--- config.mk ---
export PLATFORM = sky130hd
export DESIGN_NAME = json_string_unescape_flat
export DESIGN_NICKNAME = d
export VERILOG_FILES = /design/src/rtl/core/jsu_pkg.sv /design/src/rtl/core/jsu_if.sv /design/src/rtl/core/jsu_decode.sv /design/src/rtl/core/json_string_unescape.sv /design/src/flat_wrapper.sv
export SDC_FILE = /design/constraint.sdc
export NUM_CORES = 1
export LEC_CHECK = 0
export ABC_AREA = 1
export CAP_MARGIN = 15
export CELL_PAD_IN_SITES_DETAIL_PLACEMENT = 0
export CELL_PAD_IN_SITES_GLOBAL_PLACEMENT = 1
export CORE_AREA = 4 4 127 105
export CTS_CLUSTER_SIZE = 8
export DETAILED_ROUTE_END_ITERATION = 10
export DIE_AREA = 0 0 131 109
export DONT_BUFFER_PORTS = 1
export PLACE_DENSITY_LB_ADDON = 0.15
export SETUP_SLACK_MARGIN = 0.3
export SLEW_MARGIN = 20
export SYNTH_ARGS = -nofsm -noshare
export SYNTH_HDL_FRONTEND = slang
export SYNTH_SLANG_ARGS = --single-unit
--- constraint.sdc ---
create_clock -name clk_i -period 2.7 [get_ports clk_i]
set_input_delay 0.27 -clock clk_i [delete_from_list [all_inputs] [get_ports clk_i]]
set_output_delay 0.27 -clock clk_i [all_outputs]
set_load 0.01 [all_outputs]
--- src/rtl/core/jsu_pkg.sv ---
`default_nettype none

package jsu_pkg;

  localparam int unsigned CH_W   = 21;
  localparam int unsigned CP_W   = 32;
  localparam int unsigned HEX_W  = 16;
  localparam int unsigned KIND_W = 2;
  localparam int unsigned ERR_W  = 3;

  typedef enum logic [KIND_W-1:0] {
    KIND_CHAR  = 2'd0,
    KIND_CLOSE = 2'd1,
    KIND_ERROR = 2'd2
  } kind_e;

  typedef enum logic [ERR_W-1:0] {
    ERR_NONE      = 3'd0,
    ERR_UNTERM    = 3'd1,
    ERR_CONTROL   = 3'd2,
    ERR_ESCAPE    = 3'd3,
    ERR_BAD_HEX   = 3'd4,
    ERR_SHORT_U   = 3'd5,
    ERR_SURROGATE = 3'd6
  } err_e;

  localparam logic [CH_W-1:0] CH_QUOTE  = 21'h22;
  localparam logic [CH_W-1:0] CH_BSLASH = 21'h5C;
  localparam logic [CH_W-1:0] CH_SLASH  = 21'h2F;
  localparam logic [CH_W-1:0] CH_LOW_B  = 21'h62;
  localparam logic [CH_W-1:0] CH_LOW_F  = 21'h66;
  localparam logic [CH_W-1:0] CH_LOW_N  = 21'h6E;
  localparam logic [CH_W-1:0] CH_LOW_R  = 21'h72;
  localparam logic [CH_W-1:0] CH_LOW_T  = 21'h74;
  localparam logic [CH_W-1:0] CH_LOW_U  = 21'h75;

  localparam logic [CP_W-1:0] CP_BS  = 32'h08;
  localparam logic [CP_W-1:0] CP_FF  = 32'h0C;
  localparam logic [CP_W-1:0] CP_LF  = 32'h0A;
  localparam logic [CP_W-1:0] CP_CR  = 32'h0D;
  localparam logic [CP_W-1:0] CP_TAB = 32'h09;

  localparam logic [HEX_W-1:0] HIGH_MIN      = 16'hD800;
  localparam logic [HEX_W-1:0] HIGH_MAX      = 16'hDBFF;
  localparam logic [CP_W-1:0]  LOW_BASE      = 32'h0000DC00;
  localparam logic [CP_W-1:0]  SUPP_BASE     = 32'h00010000;

  typedef struct packed {
    logic       ok;
    logic [3:0] digit;
  } hex_t;

  typedef struct packed {
    logic            valid;
    kind_e           kind;
    logic [CP_W-1:0] code_point;
    err_e            err;
  } result_t;

  function automatic hex_t hex_digit(input logic [CH_W-1:0] c);
    hex_t h;
    h.ok    = 1'b0;
    h.digit = c[3:0];
    if (c >= 21'h30 && c <= 21'h39) begin
      h.ok = 1'b1;
    end else if ((c >= 21'h61 && c <= 21'h66) || (c >= 21'h41 && c <= 21'h46)) begin
      h.ok    = 1'b1;
      h.digit = c[3:0] + 4'd9;
    end
    return h;
  endfunction

endpackage

`default_nettype wire

--- src/rtl/core/jsu_if.sv ---
`default_nettype none

interface jsu_in_if;
  logic                      valid;
  logic                      ready;
  logic [jsu_pkg::CH_W-1:0]  ch;
  logic                      end_of_text;

  modport source (output valid, output ch, output end_of_text, input ready);
  modport sink   (input valid, input ch, input end_of_text, output ready);
endinterface

interface jsu_out_if;
  logic                        valid;
  logic                        ready;
  logic [jsu_pkg::KIND_W-1:0]  kind;
  logic [jsu_pkg::CP_W-1:0]    code_point;
  logic [jsu_pkg::ERR_W-1:0]   error_code;

  modport source (output valid, output kind, output code_point, output error_code,
                  input ready);
  modport sink   (input valid, input kind, input code_point, input error_code,
                  output ready);
endinterface

`default_nettype wire

--- src/rtl/core/jsu_decode.sv ---
`default_nettype none

module jsu_decode (
  input  wire logic                     clk_i,
  input  wire logic                     rst_ni,
  input  wire logic                     step_i,
  input  wire logic [jsu_pkg::CH_W-1:0] ch_i,
  input  wire logic                     eot_i,
  output jsu_pkg::result_t              res_o
);

  typedef enum logic [2:0] {
    PH_NORMAL  = 3'd0,
    PH_ESCAPE  = 3'd1,
    PH_HEX1    = 3'd2,
    PH_WANT_BS = 3'd3,
    PH_WANT_U  = 3'd4,
    PH_HEX2    = 3'd5
  } phase_e;

  phase_e                          phase_q, phase_d;
  logic [jsu_pkg::HEX_W-1:0]       hex_q, hex_d;
  logic [1:0]                      cnt_q, cnt_d;
  logic [jsu_pkg::HEX_W-1:0]       high_q, high_d;

  jsu_pkg::hex_t                   hx;
  logic [jsu_pkg::HEX_W-1:0]       hex_next;
  logic [jsu_pkg::CP_W-1:0]        merged;
  logic                            clear;
  logic                            fail;
  jsu_pkg::err_e                   fail_code;

  always_comb begin
    hx       = jsu_pkg::hex_digit(ch_i);
    hex_next = {hex_q[jsu_pkg::HEX_W-5:0], hx.digit};
    merged   = jsu_pkg::CP_W'({high_q[9:0], 10'b0}) + jsu_pkg::CP_W'(hex_next)
               - jsu_pkg::LOW_BASE + jsu_pkg::SUPP_BASE;

    phase_d   = phase_q;
    hex_d     = hex_q;
    cnt_d     = cnt_q;
    high_d    = high_q;
    clear     = 1'b0;
    fail      = 1'b0;
    fail_code = jsu_pkg::ERR_NONE;
    res_o     = '{valid: 1'b0, kind: jsu_pkg::KIND_CHAR, code_point: '0,
                  err: jsu_pkg::ERR_NONE};

    if (eot_i) begin
      fail      = 1'b1;
      fail_code = jsu_pkg::ERR_UNTERM;
    end else if (ch_i[jsu_pkg::CH_W-1:5] == '0) begin
      fail      = 1'b1;
      fail_code = jsu_pkg::ERR_CONTROL;
    end else begin
      unique case (phase_q)
        PH_NORMAL: begin
          if (ch_i == jsu_pkg::CH_BSLASH) begin
            phase_d = PH_ESCAPE;
          end else if (ch_i == jsu_pkg::CH_QUOTE) begin
            clear       = 1'b1;
            res_o.valid = 1'b1;
            res_o.kind  = jsu_pkg::KIND_CLOSE;
          end else begin
            res_o.valid      = 1'b1;
            res_o.code_point = jsu_pkg::CP_W'(ch_i);
          end
        end
        PH_ESCAPE: begin
          phase_d     = PH_NORMAL;
          res_o.valid = 1'b1;
          unique case (ch_i) inside
            jsu_pkg::CH_BSLASH, jsu_pkg::CH_QUOTE, jsu_pkg::CH_SLASH:
              res_o.code_point = jsu_pkg::CP_W'(ch_i);
            jsu_pkg::CH_LOW_B: res_o.code_point = jsu_pkg::CP_BS;
            jsu_pkg::CH_LOW_F: res_o.code_point = jsu_pkg::CP_FF;
            jsu_pkg::CH_LOW_N: res_o.code_point = jsu_pkg::CP_LF;
            jsu_pkg::CH_LOW_R: res_o.code_point = jsu_pkg::CP_CR;
            jsu_pkg::CH_LOW_T: res_o.code_point = jsu_pkg::CP_TAB;
            jsu_pkg::CH_LOW_U: begin
              res_o.valid = 1'b0;
              phase_d     = PH_HEX1;
              hex_d       = '0;
              cnt_d       = '0;
            end
            default: begin
              res_o.valid = 1'b0;
              fail        = 1'b1;
              fail_code   = jsu_pkg::ERR_ESCAPE;
            end
          endcase
        end
        PH_HEX1, PH_HEX2: begin
          if (ch_i == jsu_pkg::CH_QUOTE) begin
            fail      = 1'b1;
            fail_code = (phase_q == PH_HEX1) ? jsu_pkg::ERR_SHORT_U : jsu_pkg::ERR_SURROGATE;
          end else if (!hx.ok) begin
            fail      = 1'b1;
            fail_code = jsu_pkg::ERR_BAD_HEX;
          end else if (cnt_q != 2'd3) begin
            hex_d = hex_next;
            cnt_d = cnt_q + 2'd1;
          end else if (phase_q == PH_HEX1 &&
                       hex_next >= jsu_pkg::HIGH_MIN && hex_next <= jsu_pkg::HIGH_MAX) begin
            // hold the high half until the low escape arrives
            high_d  = hex_next;
            hex_d   = '0;
            cnt_d   = '0;
            phase_d = PH_WANT_BS;
          end else begin
            clear            = 1'b1;
            res_o.valid      = 1'b1;
            res_o.code_point = (phase_q == PH_HEX1) ? jsu_pkg::CP_W'(hex_next) : merged;
          end
        end
        PH_WANT_BS: begin
          if (ch_i == jsu_pkg::CH_BSLASH) begin
            phase_d = PH_WANT_U;
          end else begin
            fail      = 1'b1;
            fail_code = jsu_pkg::ERR_SURROGATE;
          end
        end
        PH_WANT_U: begin
          if (ch_i == jsu_pkg::CH_LOW_U) begin
            phase_d = PH_HEX2;
            hex_d   = '0;
            cnt_d   = '0;
          end else begin
            fail      = 1'b1;
            fail_code = jsu_pkg::ERR_SURROGATE;
          end
        end
        default: clear = 1'b1;
      endcase
    end

    if (fail) begin
      clear       = 1'b1;
      res_o.valid = 1'b1;
      res_o.kind  = jsu_pkg::KIND_ERROR;
      res_o.err   = fail_code;
    end

    if (clear) begin
      phase_d = PH_NORMAL;
      hex_d   = '0;
      cnt_d   = '0;
      high_d  = '0;
    end
  end

  always_ff @(posedge clk_i or negedge rst_ni) begin
    if (!rst_ni) begin
      phase_q <= PH_NORMAL;
      hex_q   <= '0;
      cnt_q   <= '0;
      high_q  <= '0;
    end else if (step_i) begin
      phase_q <= phase_d;
      hex_q   <= hex_d;
      cnt_q   <= cnt_d;
      high_q  <= high_d;
    end
  end

  a_close_resets: assert property (@(posedge clk_i) disable iff (!rst_ni)
    step_i && res_o.valid && res_o.kind != jsu_pkg::KIND_CHAR
      |=> phase_q == PH_NORMAL && cnt_q == 2'd0 && high_q == '0)
    else $error("state not cleared after close or error");

  a_count_in_hex: assert property (@(posedge clk_i) disable iff (!rst_ni)
    cnt_q != 2'd0 |-> phase_q == PH_HEX1 || phase_q == PH_HEX2)
    else $error("digit count outside a hex group");

  a_high_pending: assert property (@(posedge clk_i) disable iff (!rst_ni)
    phase_q == PH_WANT_BS || phase_q == PH_WANT_U
      |-> high_q >= jsu_pkg::HIGH_MIN && high_q <= jsu_pkg::HIGH_MAX)
    else $error("low half expected without a high surrogate");

endmodule

`default_nettype wire

--- src/rtl/core/json_string_unescape.sv ---
// JSON string body decoder. Feed the characters after the opening quote, one code
// point per beat; each beat yields at most one result: a decoded character, a
// string-closed marker or an error, after which the block is ready for the next
// string body. Throughput is one beat per cycle while the output is not stalled;
// a result passes through the input register, the escape and surrogate state
// update in the decoder, and the result register. Beats that only advance an
// escape (backslash, u, hex digits, high surrogate) give no result.
`default_nettype none

module json_string_unescape (
  input  wire logic  clk_i,
  input  wire logic  rst_ni,
  jsu_in_if.sink     in_i,
  jsu_out_if.source  out_o
);

  logic                     s1_valid_q;
  logic [jsu_pkg::CH_W-1:0] s1_ch_q;
  logic                     s1_eot_q;
  logic                     out_valid_q;
  jsu_pkg::result_t         out_q;
  jsu_pkg::result_t         res;
  logic                     out_free;
  logic                     step;

  assign out_free   = !out_valid_q || out_o.ready;
  assign step       = s1_valid_q && out_free;
  assign in_i.ready = !s1_valid_q || out_free;

  jsu_decode u_decode (
    .clk_i  (clk_i),
    .rst_ni (rst_ni),
    .step_i (step),
    .ch_i   (s1_ch_q),
    .eot_i  (s1_eot_q),
    .res_o  (res)
  );

  always_ff @(posedge clk_i or negedge rst_ni) begin
    if (!rst_ni) begin
      s1_valid_q  <= 1'b0;
      out_valid_q <= 1'b0;
    end else begin
      if (in_i.ready) s1_valid_q <= in_i.valid;
      if (out_free) out_valid_q <= step && res.valid;
    end
  end

  always_ff @(posedge clk_i) begin
    if (in_i.valid && in_i.ready) begin
      s1_ch_q  <= in_i.ch;
      s1_eot_q <= in_i.end_of_text;
    end
    if (step) out_q <= res;
  end

  assign out_o.valid      = out_valid_q;
  assign out_o.kind       = out_q.kind;
  assign out_o.code_point = out_q.code_point;
  assign out_o.error_code = out_q.err;

  a_error_payload: assert property (@(posedge clk_i) disable iff (!rst_ni)
    out_valid_q && out_q.kind == jsu_pkg::KIND_ERROR
      |-> out_q.code_point == '0 && out_q.err != jsu_pkg::ERR_NONE)
    else $error("error beat carries a code point or no error code");

  a_stage_held: assert property (@(posedge clk_i) disable iff (!rst_ni)
    s1_valid_q && !out_free |=> s1_valid_q && $stable(s1_ch_q) && $stable(s1_eot_q))
    else $error("input stage dropped while the result was stalled");

  a_no_overwrite: assert property (@(posedge clk_i) disable iff (!rst_ni)
    out_valid_q && !out_o.ready |=> out_valid_q && $stable(out_q))
    else $error("stalled result overwritten");

endmodule

`default_nettype wire

--- src/flat_wrapper.sv ---
// flat-port wrapper written by rule: the top's interface ports become plain ports
module json_string_unescape_flat 
  (clk_i, rst_ni, in_i_valid, in_i_ch, in_i_end_of_text, in_i_ready, out_o_valid, out_o_kind, out_o_code_point, out_o_error_code, out_o_ready);
  jsu_in_if in_i_i ();
  jsu_out_if out_o_i ();
  input  wire logic clk_i;
  input  wire logic rst_ni;
  input wire logic [$bits(in_i_i.valid)-1:0] in_i_valid;
  input wire logic [$bits(in_i_i.ch)-1:0] in_i_ch;
  input wire logic [$bits(in_i_i.end_of_text)-1:0] in_i_end_of_text;
  output wire logic [$bits(in_i_i.ready)-1:0] in_i_ready;
  output wire logic [$bits(out_o_i.valid)-1:0] out_o_valid;
  output wire logic [$bits(out_o_i.kind)-1:0] out_o_kind;
  output wire logic [$bits(out_o_i.code_point)-1:0] out_o_code_point;
  output wire logic [$bits(out_o_i.error_code)-1:0] out_o_error_code;
  input wire logic [$bits(out_o_i.ready)-1:0] out_o_ready;
  assign in_i_i.valid = in_i_valid;
  assign in_i_i.ch = in_i_ch;
  assign in_i_i.end_of_text = in_i_end_of_text;
  assign in_i_ready = in_i_i.ready;
  assign out_o_valid = out_o_i.valid;
  assign out_o_kind = out_o_i.kind;
  assign out_o_code_point = out_o_i.code_point;
  assign out_o_error_code = out_o_i.error_code;
  assign out_o_i.ready = out_o_ready;
  json_string_unescape u_core (.clk_i(clk_i), .rst_ni(rst_ni), .in_i(in_i_i), .out_o(out_o_i));
endmodule
==> impl_metrics.csv, run 1 <==
group,metric,value,unit
run_status,status,"finished, violations left",
run_status,violations,"setup timing",
grt,antenna_found_initial,0,
cells_and_area,nFillCells,1077,
worst_setup_path,rr_worst_depth,15,
clocking,numCtsBuffers,9,
timing,max_slew_margin,38.1,%
timing,drv_slew,0,
detailed_routing,ant_nets,0,
flow_run,max-cap-violations,0,
yosys,synth.largest_area_cell,"edfxtp_1",
placed_design,pre_cts_slack,-0.0228,ns
worst_setup_path,crit_path_max_incr_delay,0.38,ns
yosys,synth-edff-count,50,
floorplan,ios,65,
power_and_ir_drop,p_leak,3.22,nW
detailed_routing,vias,4508,
floorplan,dieArea,0.0143,mm^2
min_path,holdPathStages,0,
cells_and_area,drive_gt1_share,37.9,%
floorplan,coreArea,0.0120,mm^2
detailed_routing,vias_per_cell,5.21,
grt,track_usage,19.7,%
yosys,ys.flop_type,"edfxtp_1",
yosys,ys.warnings.count,0,
worst_setup_path,r2r-end,"u_core.out_o.code_point[21]",
timing,hold_ws,0.0188,ns
detailed_routing,finalWirelength,14.4,mm
timing,layout_setup_ws,-0.0425,ns
yosys,synthDistinctLibCells,46,
worst_setup_path,crit_required,2.80,ns
yosys,syn_nets,668,
cells_and_area,seq_area,0.00223,mm^2
worst_setup_path,end_kind,"flop",
worst_setup_path,crit_path_start_kind,"flop",
yosys,ys_ff_latch,79,
grt,grt_overflow,0,
floorplan,start_util,43.1,%
timing,rsz0062_at_grt,"true",
floorplan,die_width,131,um
floorplan,rows,36,
cells_and_area,diodes,0,
timing,hold_viol,0,
cells_and_area,multi_input_area,0.00307,mm^2
grt,grt_pass1_vias,4098,
clocking,clock_sinks,79,
timing,fin_worst_skew,0.00794,ns
detailed_routing,first_iter_violations,273,
floorplan,dieHeight,109,um
worst_setup_path,critical_path_class,"reg2reg",
placed_design,hpwl,9.95,mm
cells_and_area,finalNonFillerCells,865,
timing,finalCriticalPeriod,2.74,ns
timing,worst_slew_pin_slew,0.931,ns
clocking,cts_tree,"done",
grt,grt_max_degree,36,
clocking,cts.clk_slew.worst_paths,0.06,ns
detailed_routing,drt_first_pass_iters,5,
timing,setup_violations,3,
clocking,root_buffer,"clkbuf_16",
yosys,ys_seq_area_share,43.0,%
yosys,synth_top_area_share,29.0,%
yosys,syn_inst,619,
yosys,netlist_area,0.00518,mm^2
cells_and_area,fin_nets,757,
worst_setup_path,crit_chain,"ha_1, ha_2, fa_2, nand3_2, nand2_2, nand2_1, nand2_1, nand2_1, nand2_2, xor2_4, nand4_1, or2_4, nor2_4, xor2_1, nor2_1",
worst_setup_path,cp_common_cell,"nand2_1",
worst_setup_path,cp.arrival,2.85,ns
placed_design,gp_congestion,0.920,
min_path,hp-class,"in2reg",
power_and_ir_drop,peakVddDrop,381,uV
clocking,htree_levels,3,
worst_setup_path,reg2reg_setup_slack,-0.04,ns
detailed_routing,drc,0,
timing,fmax,0.365,GHz
yosys,synth_area_leaders,"edfxtp_1, dfrtp_1, nand2_1",
clocking,clock_latency,0.35,ns
grt,grt_pass1_wl,21.5,mm
min_path,holdPathEnd,"u_core.s1_eot_q",
timing,timing.final.crit_share,102,%
placed_design,dp_cells,771,
worst_setup_path,cp_max_fo,3,
yosys,avgSynthCellArea,8.36,um^2
timing,fin_tns_setup,-0.0482,ns
power_and_ir_drop,powerDensity,642,mW/mm^2
placed_design,io_buffers,0,
min_path,hp-start,"in_i_end_of_text",
worst_setup_path,slowest_stage,"dfrtp_1",
clocking,cts_buffer_depth,2,
worst_setup_path,r2r_start,"u_core.u_decode.high_q[1]",
cells_and_area,syn_to_final_growth,35.9,%
yosys,synthArstFlopShare,36.7,%
detailed_routing,wl_per_cell,16.6,um
power_and_ir_drop,power.total,4.51,mW
==> metal layers <==
metal  vias up  GRT usage [%]  wire, um
met5         -              0         0
met4         0           6.24       214
met3        14           5.39       634
met2        95           30.5      6910
met1      2165           26.8      6600
li1       2234              -         -
==> worst max-delay path, delay by kind of cell (launching register included) <==
kind                     cells  cell delay (ns)
adder cells (fa/ha/maj)      3             0.85
flip-flops                   1             0.38
AND/OR/NAND/NOR             10             0.94
XOR/XNOR                     2             0.32
==> what timing repair did <==
action / 4_1_cts / 5_1_grt
endpoints found under the setup margin: 34 / 52
pin swaps: 5 / 49
hold buffers: 2 / 21
endpoints found under the hold margin: 29 / 21
gates cloned: 0 / 4
gates resized for setup: 9 / 174
setup buffers: 11 / 40
==> cell usage after synthesis, types with 8 or more instances <==
master,instances
a21oi_1,27
nand3_1,43
inv_2,9
nand2_2,8
nor2_2,11
dfrtp_1,29
nor3_1,13
nand4_1,21
o21ai_0,15
inv_1,72
edfxtp_1,50
nand2_1,144
nor2_1,59
buf_4,11
ha_1,22
==> registers in the layout, summed over array words and instances (netlist names), 2 cells and up <==
signal and flops:
u_core.u_decode.phase_q 3, u_core.out_o.error_code 3, u_core.u_decode.hex_q 12, u_core.u_decode.high_q 10, u_core.u_decode.cnt_q 2, u_core.s1_ch_q 21, u_core.out_o.kind 2, u_core.out_o.code_point 23
==> kinds of logic (layout without fill, tap and decap cells) <==
group / count (synthesis) / after routing / share of synthesized area [%]
and+or+nand+nor: 327 / 327 / 31.7
buffers and inverters: 109 / 203 / 9.67
DFF: 79 / 79 / 43.0
AOI/OAI and AO/OA: 71 / 71 / 8.22
adders and majority gates: 23 / 23 / 5.70
xor gates and xnor gates: 10 / 10 / 1.69
==> layout by cell type, fill, tap and decap left out, types with 20 or more instances in the layout <==
cell,Yosys,final
nor2_1,59,40
nand3_1,43,23
buf_4,11,62
nand4_1,21,21
edfxtp_1,50,50
nor2_2,11,20
inv_1,72,62
dlygate4sd3_1,0,22
nand2_1,144,108
nand2_2,8,29
dfrtp_1,29,29
==> layout make-up <==
class	count	share of cell area, %
Inverter	86	4.87
Clock buffer	10	3.26
Sequential cell	79	31.7
Timing Repair Buffer	101	13.1
Clock inverter	6	0.747
Tap cell	152	2.70
Multi-Input combinational cell	431	43.7
==> worst max path at each step <==
stage                              start                     endpoint  depth (start not counted)
2_1_floorplan   u_core.u_decode.hex_q[7]  u_core.out_o.code_point[21]                         15
3_5_place_dp   u_core.u_decode.high_q[1]  u_core.out_o.code_point[20]                         17
6_report       u_core.u_decode.high_q[1]  u_core.out_o.code_point[21]                         15
5_1_grt        u_core.u_decode.high_q[1]  u_core.out_o.code_point[21]                         15
3_3_place_gp   u_core.u_decode.high_q[1]  u_core.out_o.code_point[21]                         15
4_1_cts        u_core.u_decode.high_q[1]  u_core.out_o.code_point[21]                         15
==> metrics by stage <==
stage,utilization [%],cell area (um^2)
floorplan,-,5200
global placement,44.9,5400
detailed placement,44.9,5400
CTS,48.5,5830
global route,58.5,7030
finish,58.5,7030
==> power breakdown <==
| group | switching (mW) | internal (mW) |
|---|---|---|
| Combinational | 0.973 | 0.673 |
| Clock | 0.531 | 0.638 |
| Sequential | 0.182 | 1.52 |
| Total | 1.69 | 2.83 |
Note: power is estimated with default switching activity, not from simulation.
==> run 2, diff against run 1 <==
clock period = 2.45 ns   (was 2.7 ns; I/O delays follow)
==> impl_metrics.csv, run 2 (same netlist as run 1, synthesis figures left out) <==
group,metric,value,unit
detailed_routing,vias_per_cell,5.27,
timing,setup_violations,23,
placed_design,hpwl,10.5,mm
floorplan,dieHeight,109,um
detailed_routing,drc,0,
grt,grt_pass1_wl,23.7,mm
timing,worst_slew_pin_slew,0.519,ns
timing,hold_viol,0,
grt,grt_pass1_vias,4641,
timing,max_slew_margin,65.3,%
grt,grt_overflow,0,
cells_and_area,largest_register_ffs,23,
placed_design,place_area,0.00578,mm^2
detailed_routing,first_iter_violations,191,
detailed_routing,ant_nets,0,
cells_and_area,syn_to_final_growth,50.5,%
cells_and_area,mostFrequentLayoutCell,"nand2_1",
clocking,numCtsBuffers,9,
timing,fmax,0.371,GHz
clocking,clock_latency,0.35,ns
floorplan,die_width,131,um
cells_and_area,fin_nets,798,
cells_and_area,nFillCells,967,
placed_design,io_buffers,0,
cells_and_area,fin_util,64.8,%
worst_setup_path,reg2reg_setup_slack,-0.24,ns
clocking,cts_buffer_depth,2,
timing,fin_worst_skew,0.0106,ns
floorplan,start_util,43.1,%
timing,timing.final.crit_share,110,%
cells_and_area,final_area,0.00779,mm^2
worst_setup_path,cp_max_fo,3,
grt,track_usage,21.7,%
floorplan,dieArea,0.0143,mm^2
clocking,clock_sinks,79,
run_status,status,"finished, violations left",
timing,finalCriticalPeriod,2.69,ns
detailed_routing,wl_per_cell,16.9,um
worst_setup_path,critical_path_class,"reg2reg",
timing,rsz0062_at_grt,"true",
run_status,violations,"setup timing",
floorplan,ios,65,
grt,grt_max_degree,30,
worst_setup_path,end_kind,"flop",
timing,drv_slew,0,
detailed_routing,drt_first_pass_iters,5,
power_and_ir_drop,peakVddDrop,537,uV
power_and_ir_drop,powerDensity,694,mW/mm^2
worst_setup_path,cp.arrival,2.90,ns
timing,layout_setup_ws,-0.244,ns
placed_design,gp_congestion,0.945,
detailed_routing,vias,4777,
power_and_ir_drop,p_leak,3.52,nW
min_path,hp-class,"in2reg",
clocking,htree_levels,3,
cells_and_area,final_cell_mix,"nand2_1, buf_4, inv_1, edfxtp_1, nand2_2",
clocking,cts.clk_slew.worst_paths,0.06,ns
clocking,cts_tree,"done",
grt,antenna_found_initial,0,
worst_setup_path,crit_path_start_kind,"flop",
detailed_routing,finalWirelength,15.3,mm
placed_design,pre_cts_slack,-0.225,ns
cells_and_area,drive_gt1_share,46.0,%
clocking,root_buffer,"clkbuf_16",
floorplan,coreArea,0.0120,mm^2
worst_setup_path,crit_required,2.66,ns
floorplan,rows,36,
flow_run,max-cap-violations,0,
cells_and_area,diodes,0,
run 2: cell types whose count changed in the layout (fill, tap and decap cells not counted), sizes merged:
| cell | change |
|---|---|
| clkinv | -1 |
| clkinvlp | +1 |
| bufbuf | +1 |
| buf | +39 |
| dlygate4sd3 | +1 |
run 2: through the flow:
stage               hold WS (ns)  total power [mW]  cells  setup TNS [ns]
global placement         -0.0496              3.34    812          -0.513
detailed placement       -0.0497              3.36    812          -0.858
finish                    0.0325              5.40    906           -1.18
global route              0.0546              5.70    906           -6.05
floorplan                -0.0506              2.85    619          -0.356
CTS                       0.0250              5.17    883          -0.983
run 2: power breakdown:
part           leakage [nW]  switching, mW  total [mW]  internal, mW
Combinational          2.50           1.23        2.27          1.03
Clock                 0.134          0.580        1.28         0.701
Sequential            0.885          0.183        1.86          1.67
Total                  3.52           2.00        5.40          3.41
run 2: layer usage:
layer  up-vias  global-route usage (%)  wire length [um]
met5         -                       0                 0
met2       118                    36.1              7660
li1       2314                       -                 -
met1      2327                    28.5              6730
met4         0                    4.85               210
met3        18                    5.48               678
run 2: path summary, 6_finish.rpt:
check / cells after the start / end / from
worst max-delay path: 17 / u_core.out_o.code_point[20] / u_core.u_decode.hex_q[7]
worst min-delay path: 2 / u_core.s1_valid_q / in_i_valid
worst max register to register: 17 / u_core.out_o.code_point[20] / u_core.u_decode.hex_q[7]
worst min register to register: 2 / u_core.out_o.valid / u_core.s1_valid_q
max in group asynchronous: 2 / u_core.s1_valid_q / rst_ni
min in group asynchronous: 2 / u_core.u_decode.high_q[7] / rst_ni
run 2: timing repair:
item	4_1_cts	5_1_grt
endpoints found under the setup margin	51	56
hold endpoints to repair	51	0
hold buffers	24	0
buffers inserted	26	23
pin swaps	38	55
cloned	5	0
gates resized for setup	136	121
run 2: layout make-up:
class	count	area (um^2)	area share (%)
Sequential cell	79	2230	28.6
Clock buffer	10	229	2.94
Multi-Input combinational cell	431	3320	42.6
Timing Repair Buffer	142	1420	18.3
Clock inverter	6	51.3	0.659
Tap cell	152	190	2.44
Inverter	86	348	4.47
run 2: worst max-delay path: stages, from the launching register on:
cell and delay (ns):
dfrtp_1 0.41, ha_4 0.26, ha_4 0.16, fa_2 0.37, nand3_2 0.07, nand2_2 0.06
nand2_1 0.06, nand2_1 0.04, nand2_1 0.07, nand2_2 0.07, xor2_2 0.15, ha_2 0.19
inv_2 0.04, nor2_2 0.10, inv_2 0.06, o21ai_1 0.18, nand3_2 0.13, a21oi_2 0.13
==> run 3, diff against run 2 <==
HOLD_SLACK_MARGIN = 0.06   (was default)
PLACE_DENSITY_LB_ADDON = 0.12   (was 0.15)
==> impl_metrics.csv, run 3 (same netlist as run 1, synthesis figures left out) <==
group,metric,value,unit
run_status,status,"finished, violations left",
run_status,violations,"setup timing",
timing,fmax,0.368,GHz
detailed_routing,drt_first_pass_iters,6,
placed_design,io_buffers,0,
power_and_ir_drop,power.total,5.46,mW
worst_setup_path,end_kind,"flop",
floorplan,start_util,43.1,%
floorplan,ios,65,
power_and_ir_drop,p_int,3.39,mW
clocking,cts_tree,"done",
power_and_ir_drop,power.switching,2.06,mW
clocking,htree_levels,3,
detailed_routing,wl_per_cell,17.1,um
grt,grt_overflow,0,
clocking,cts.clk_slew.worst_paths,0.07,ns
floorplan,die_width,131,um
detailed_routing,vias,4812,
detailed_routing,route.met2.wl,7.72,mm
power_and_ir_drop,p_comb_share,41.8,%
cells_and_area,final_cell_mix,"nand2_1, buf_4, inv_1, edfxtp_1, nand2_2",
power_and_ir_drop,peakVddDrop,536,uV
power_and_ir_drop,p_seq_share,34.2,%
clocking,clock_latency,0.35,ns
worst_setup_path,critical_path_class,"reg2reg",
timing,rsz0062_at_grt,"true",
worst_setup_path,slowest_stage,"dfrtp_1",
detailed_routing,vias_per_cell,5.27,
worst_setup_path,crit_path_start_kind,"flop",
detailed_routing,met1_length,6.69,mm
grt,track_usage,22.1,%
clocking,root_buffer,"clkbuf_16",
timing,setup_violations,27,
cells_and_area,nFillCells,943,
timing,fin_worst_skew,0.00941,ns
cells_and_area,syn_to_final_growth,52.2,%
power_and_ir_drop,clkPwrFrac,23.9,%
worst_setup_path,cp_common_cell,"nand2_1",
worst_setup_path,crit_required,2.56,ns
cells_and_area,drive_gt1_share,48.2,%
cells_and_area,final_area,0.00788,mm^2
power_and_ir_drop,p_leak,3.55,nW
timing,timing.final.crit_share,111,%
clocking,numCtsBuffers,9,
placed_design,place_area,0.00568,mm^2
timing,drv_slew,0,
timing,max_slew_margin,69.1,%
floorplan,dieHeight,109,um
cells_and_area,seq_area,0.00223,mm^2
clocking,cts_buffer_depth,2,
cells_and_area,fin_nets,805,
power_and_ir_drop,p_sw_share,37.8,%
detailed_routing,routed.top_layer,"met4",
cells_and_area,finalNonFillerCells,913,
timing,worst_slew_pin_slew,0.462,ns
cells_and_area,largest_register_ffs,23,
timing,layout_setup_ws,-0.270,ns
min_path,hp-class,"in2reg",
grt,grt_pass1_wl,24.0,mm
clocking,clock_sinks,79,
detailed_routing,finalWirelength,15.6,mm
cells_and_area,mostFrequentLayoutCell,"nand2_1",
worst_setup_path,crit_path_max_incr_delay,0.41,ns
placed_design,dp_cells,802,
worst_setup_path,crit_chain,"ha_4, ha_4, fa_2, nand3_2, nand2_2, nand2_1, nand2_1, nand2_1, nand2_2, xor2_2, nand4_1, or2_4, nor2_4, xor2_1, nor2_1",
worst_setup_path,worstPathBufferInverterCount,0,
worst_setup_path,cp_top_family,"simple AND/OR/NAND/NOR gates",
detailed_routing,first_iter_violations,270,
floorplan,dieArea,0.0143,mm^2
timing,fin_tns_setup,-1.77,ns
timing,finalCriticalPeriod,2.72,ns
floorplan,coreArea,0.0120,mm^2
worst_setup_path,cp.arrival,2.83,ns
floorplan,rows,36,
detailed_routing,ant_nets,0,
timing,hold_ws,0.0726,ns
placed_design,hpwl,10.4,mm
grt,grt_max_degree,32,
worst_setup_path,cp_max_fo,2,
placed_design,gp_congestion,0.971,
detailed_routing,drc,0,
cells_and_area,diodes,0,
cells_and_area,multi_input_area,0.00336,mm^2
detailed_routing,wl_met3,923,um
timing,hold_viol,0,
power_and_ir_drop,powerDensity,693,mW/mm^2
flow_run,max-cap-violations,0,
grt,grt_pass1_vias,4734,
grt,antenna_found_initial,0,
## run 3: cell types whose count changed in the layout (fill, tap and decap cells not counted), sizes merged
| cell | before | now |
|---|---|---|
| buf | 117 | 123 |
| dlygate4sd3 | 23 | 24 |
| bufbuf | 1 | 0 |
| clkinv | 6 | 7 |
| clkbuf | 11 | 10 |
| inv | 85 | 86 |
## run 3: tightest hold or removal path: stages
cell and delay [ns]:
inv_1 0.03, nand2_1 0.06, nand2_1 0.05
## run 3: per-stage QoR
stage | util (%) | setup WS, ns
final | 65.5 | -0.270
after detailed placement | 47.2 | -0.252
after global placement | 47.2 | -0.162
after floorplan | - | -0.141
after CTS | 59.3 | -0.252
after global routing | 65.5 | -0.378
## run 3: worst paths after layout
kind,slack [ns],depth (start not counted),to,startpoint
worst min-delay path,0.07,3,u_core.out_o.valid,out_o_ready
max in group asynchronous,1.94,2,u_core.u_decode.phase_q[1],rst_ni
worst max-delay path,-0.27,15,u_core.out_o.code_point[21],u_core.u_decode.hex_q[7]
min in group asynchronous,0.33,2,u_core.u_decode.high_q[8],rst_ni
worst min register to register,0.50,2,u_core.out_o.valid,u_core.s1_valid_q
worst max register to register,-0.27,15,u_core.out_o.code_point[21],u_core.u_decode.hex_q[7]
## run 3: area by class of cell
cell class / count / area share (%)
multi-input combinational: 431 / 42.6
sequential: 79 / 28.3
timing repair buffer: 147 / 18.4
inverter: 86 / 4.56
clock buffer: 10 / 2.91
tap: 152 / 2.41
clock inverter: 6 / 0.651
timing repair inverter: 2 / 0.191
## run 3: power groups by stage
stage	clock network (mW)	registers, mW	logic (mW)
6_report	1.31	1.87	2.28
5_1_grt	1.38	1.89	2.49
4_1_cts	1.33	1.86	1.96
3_5_place_dp	0	1.87	1.43
3_3_place_gp	0	1.87	1.41
2_1_floorplan	0	1.83	1.02
## run 3: layer usage
metal / up-vias / track usage (%)
li1: 2324 / -
met1: 2315 / 28.7
met2: 151 / 36.4
met3: 22 / 5.04
met4: 0 / 7.20
met5: - / 0
## run 3: what timing repair did
item	4_1_cts	5_1_grt
buffers inserted	31	33
cloned	6	0
endpoints found under the setup margin	51	53
gates resized for setup	153	123
pin swaps	36	64
hold endpoints to repair	52	0
hold buffers	25	0
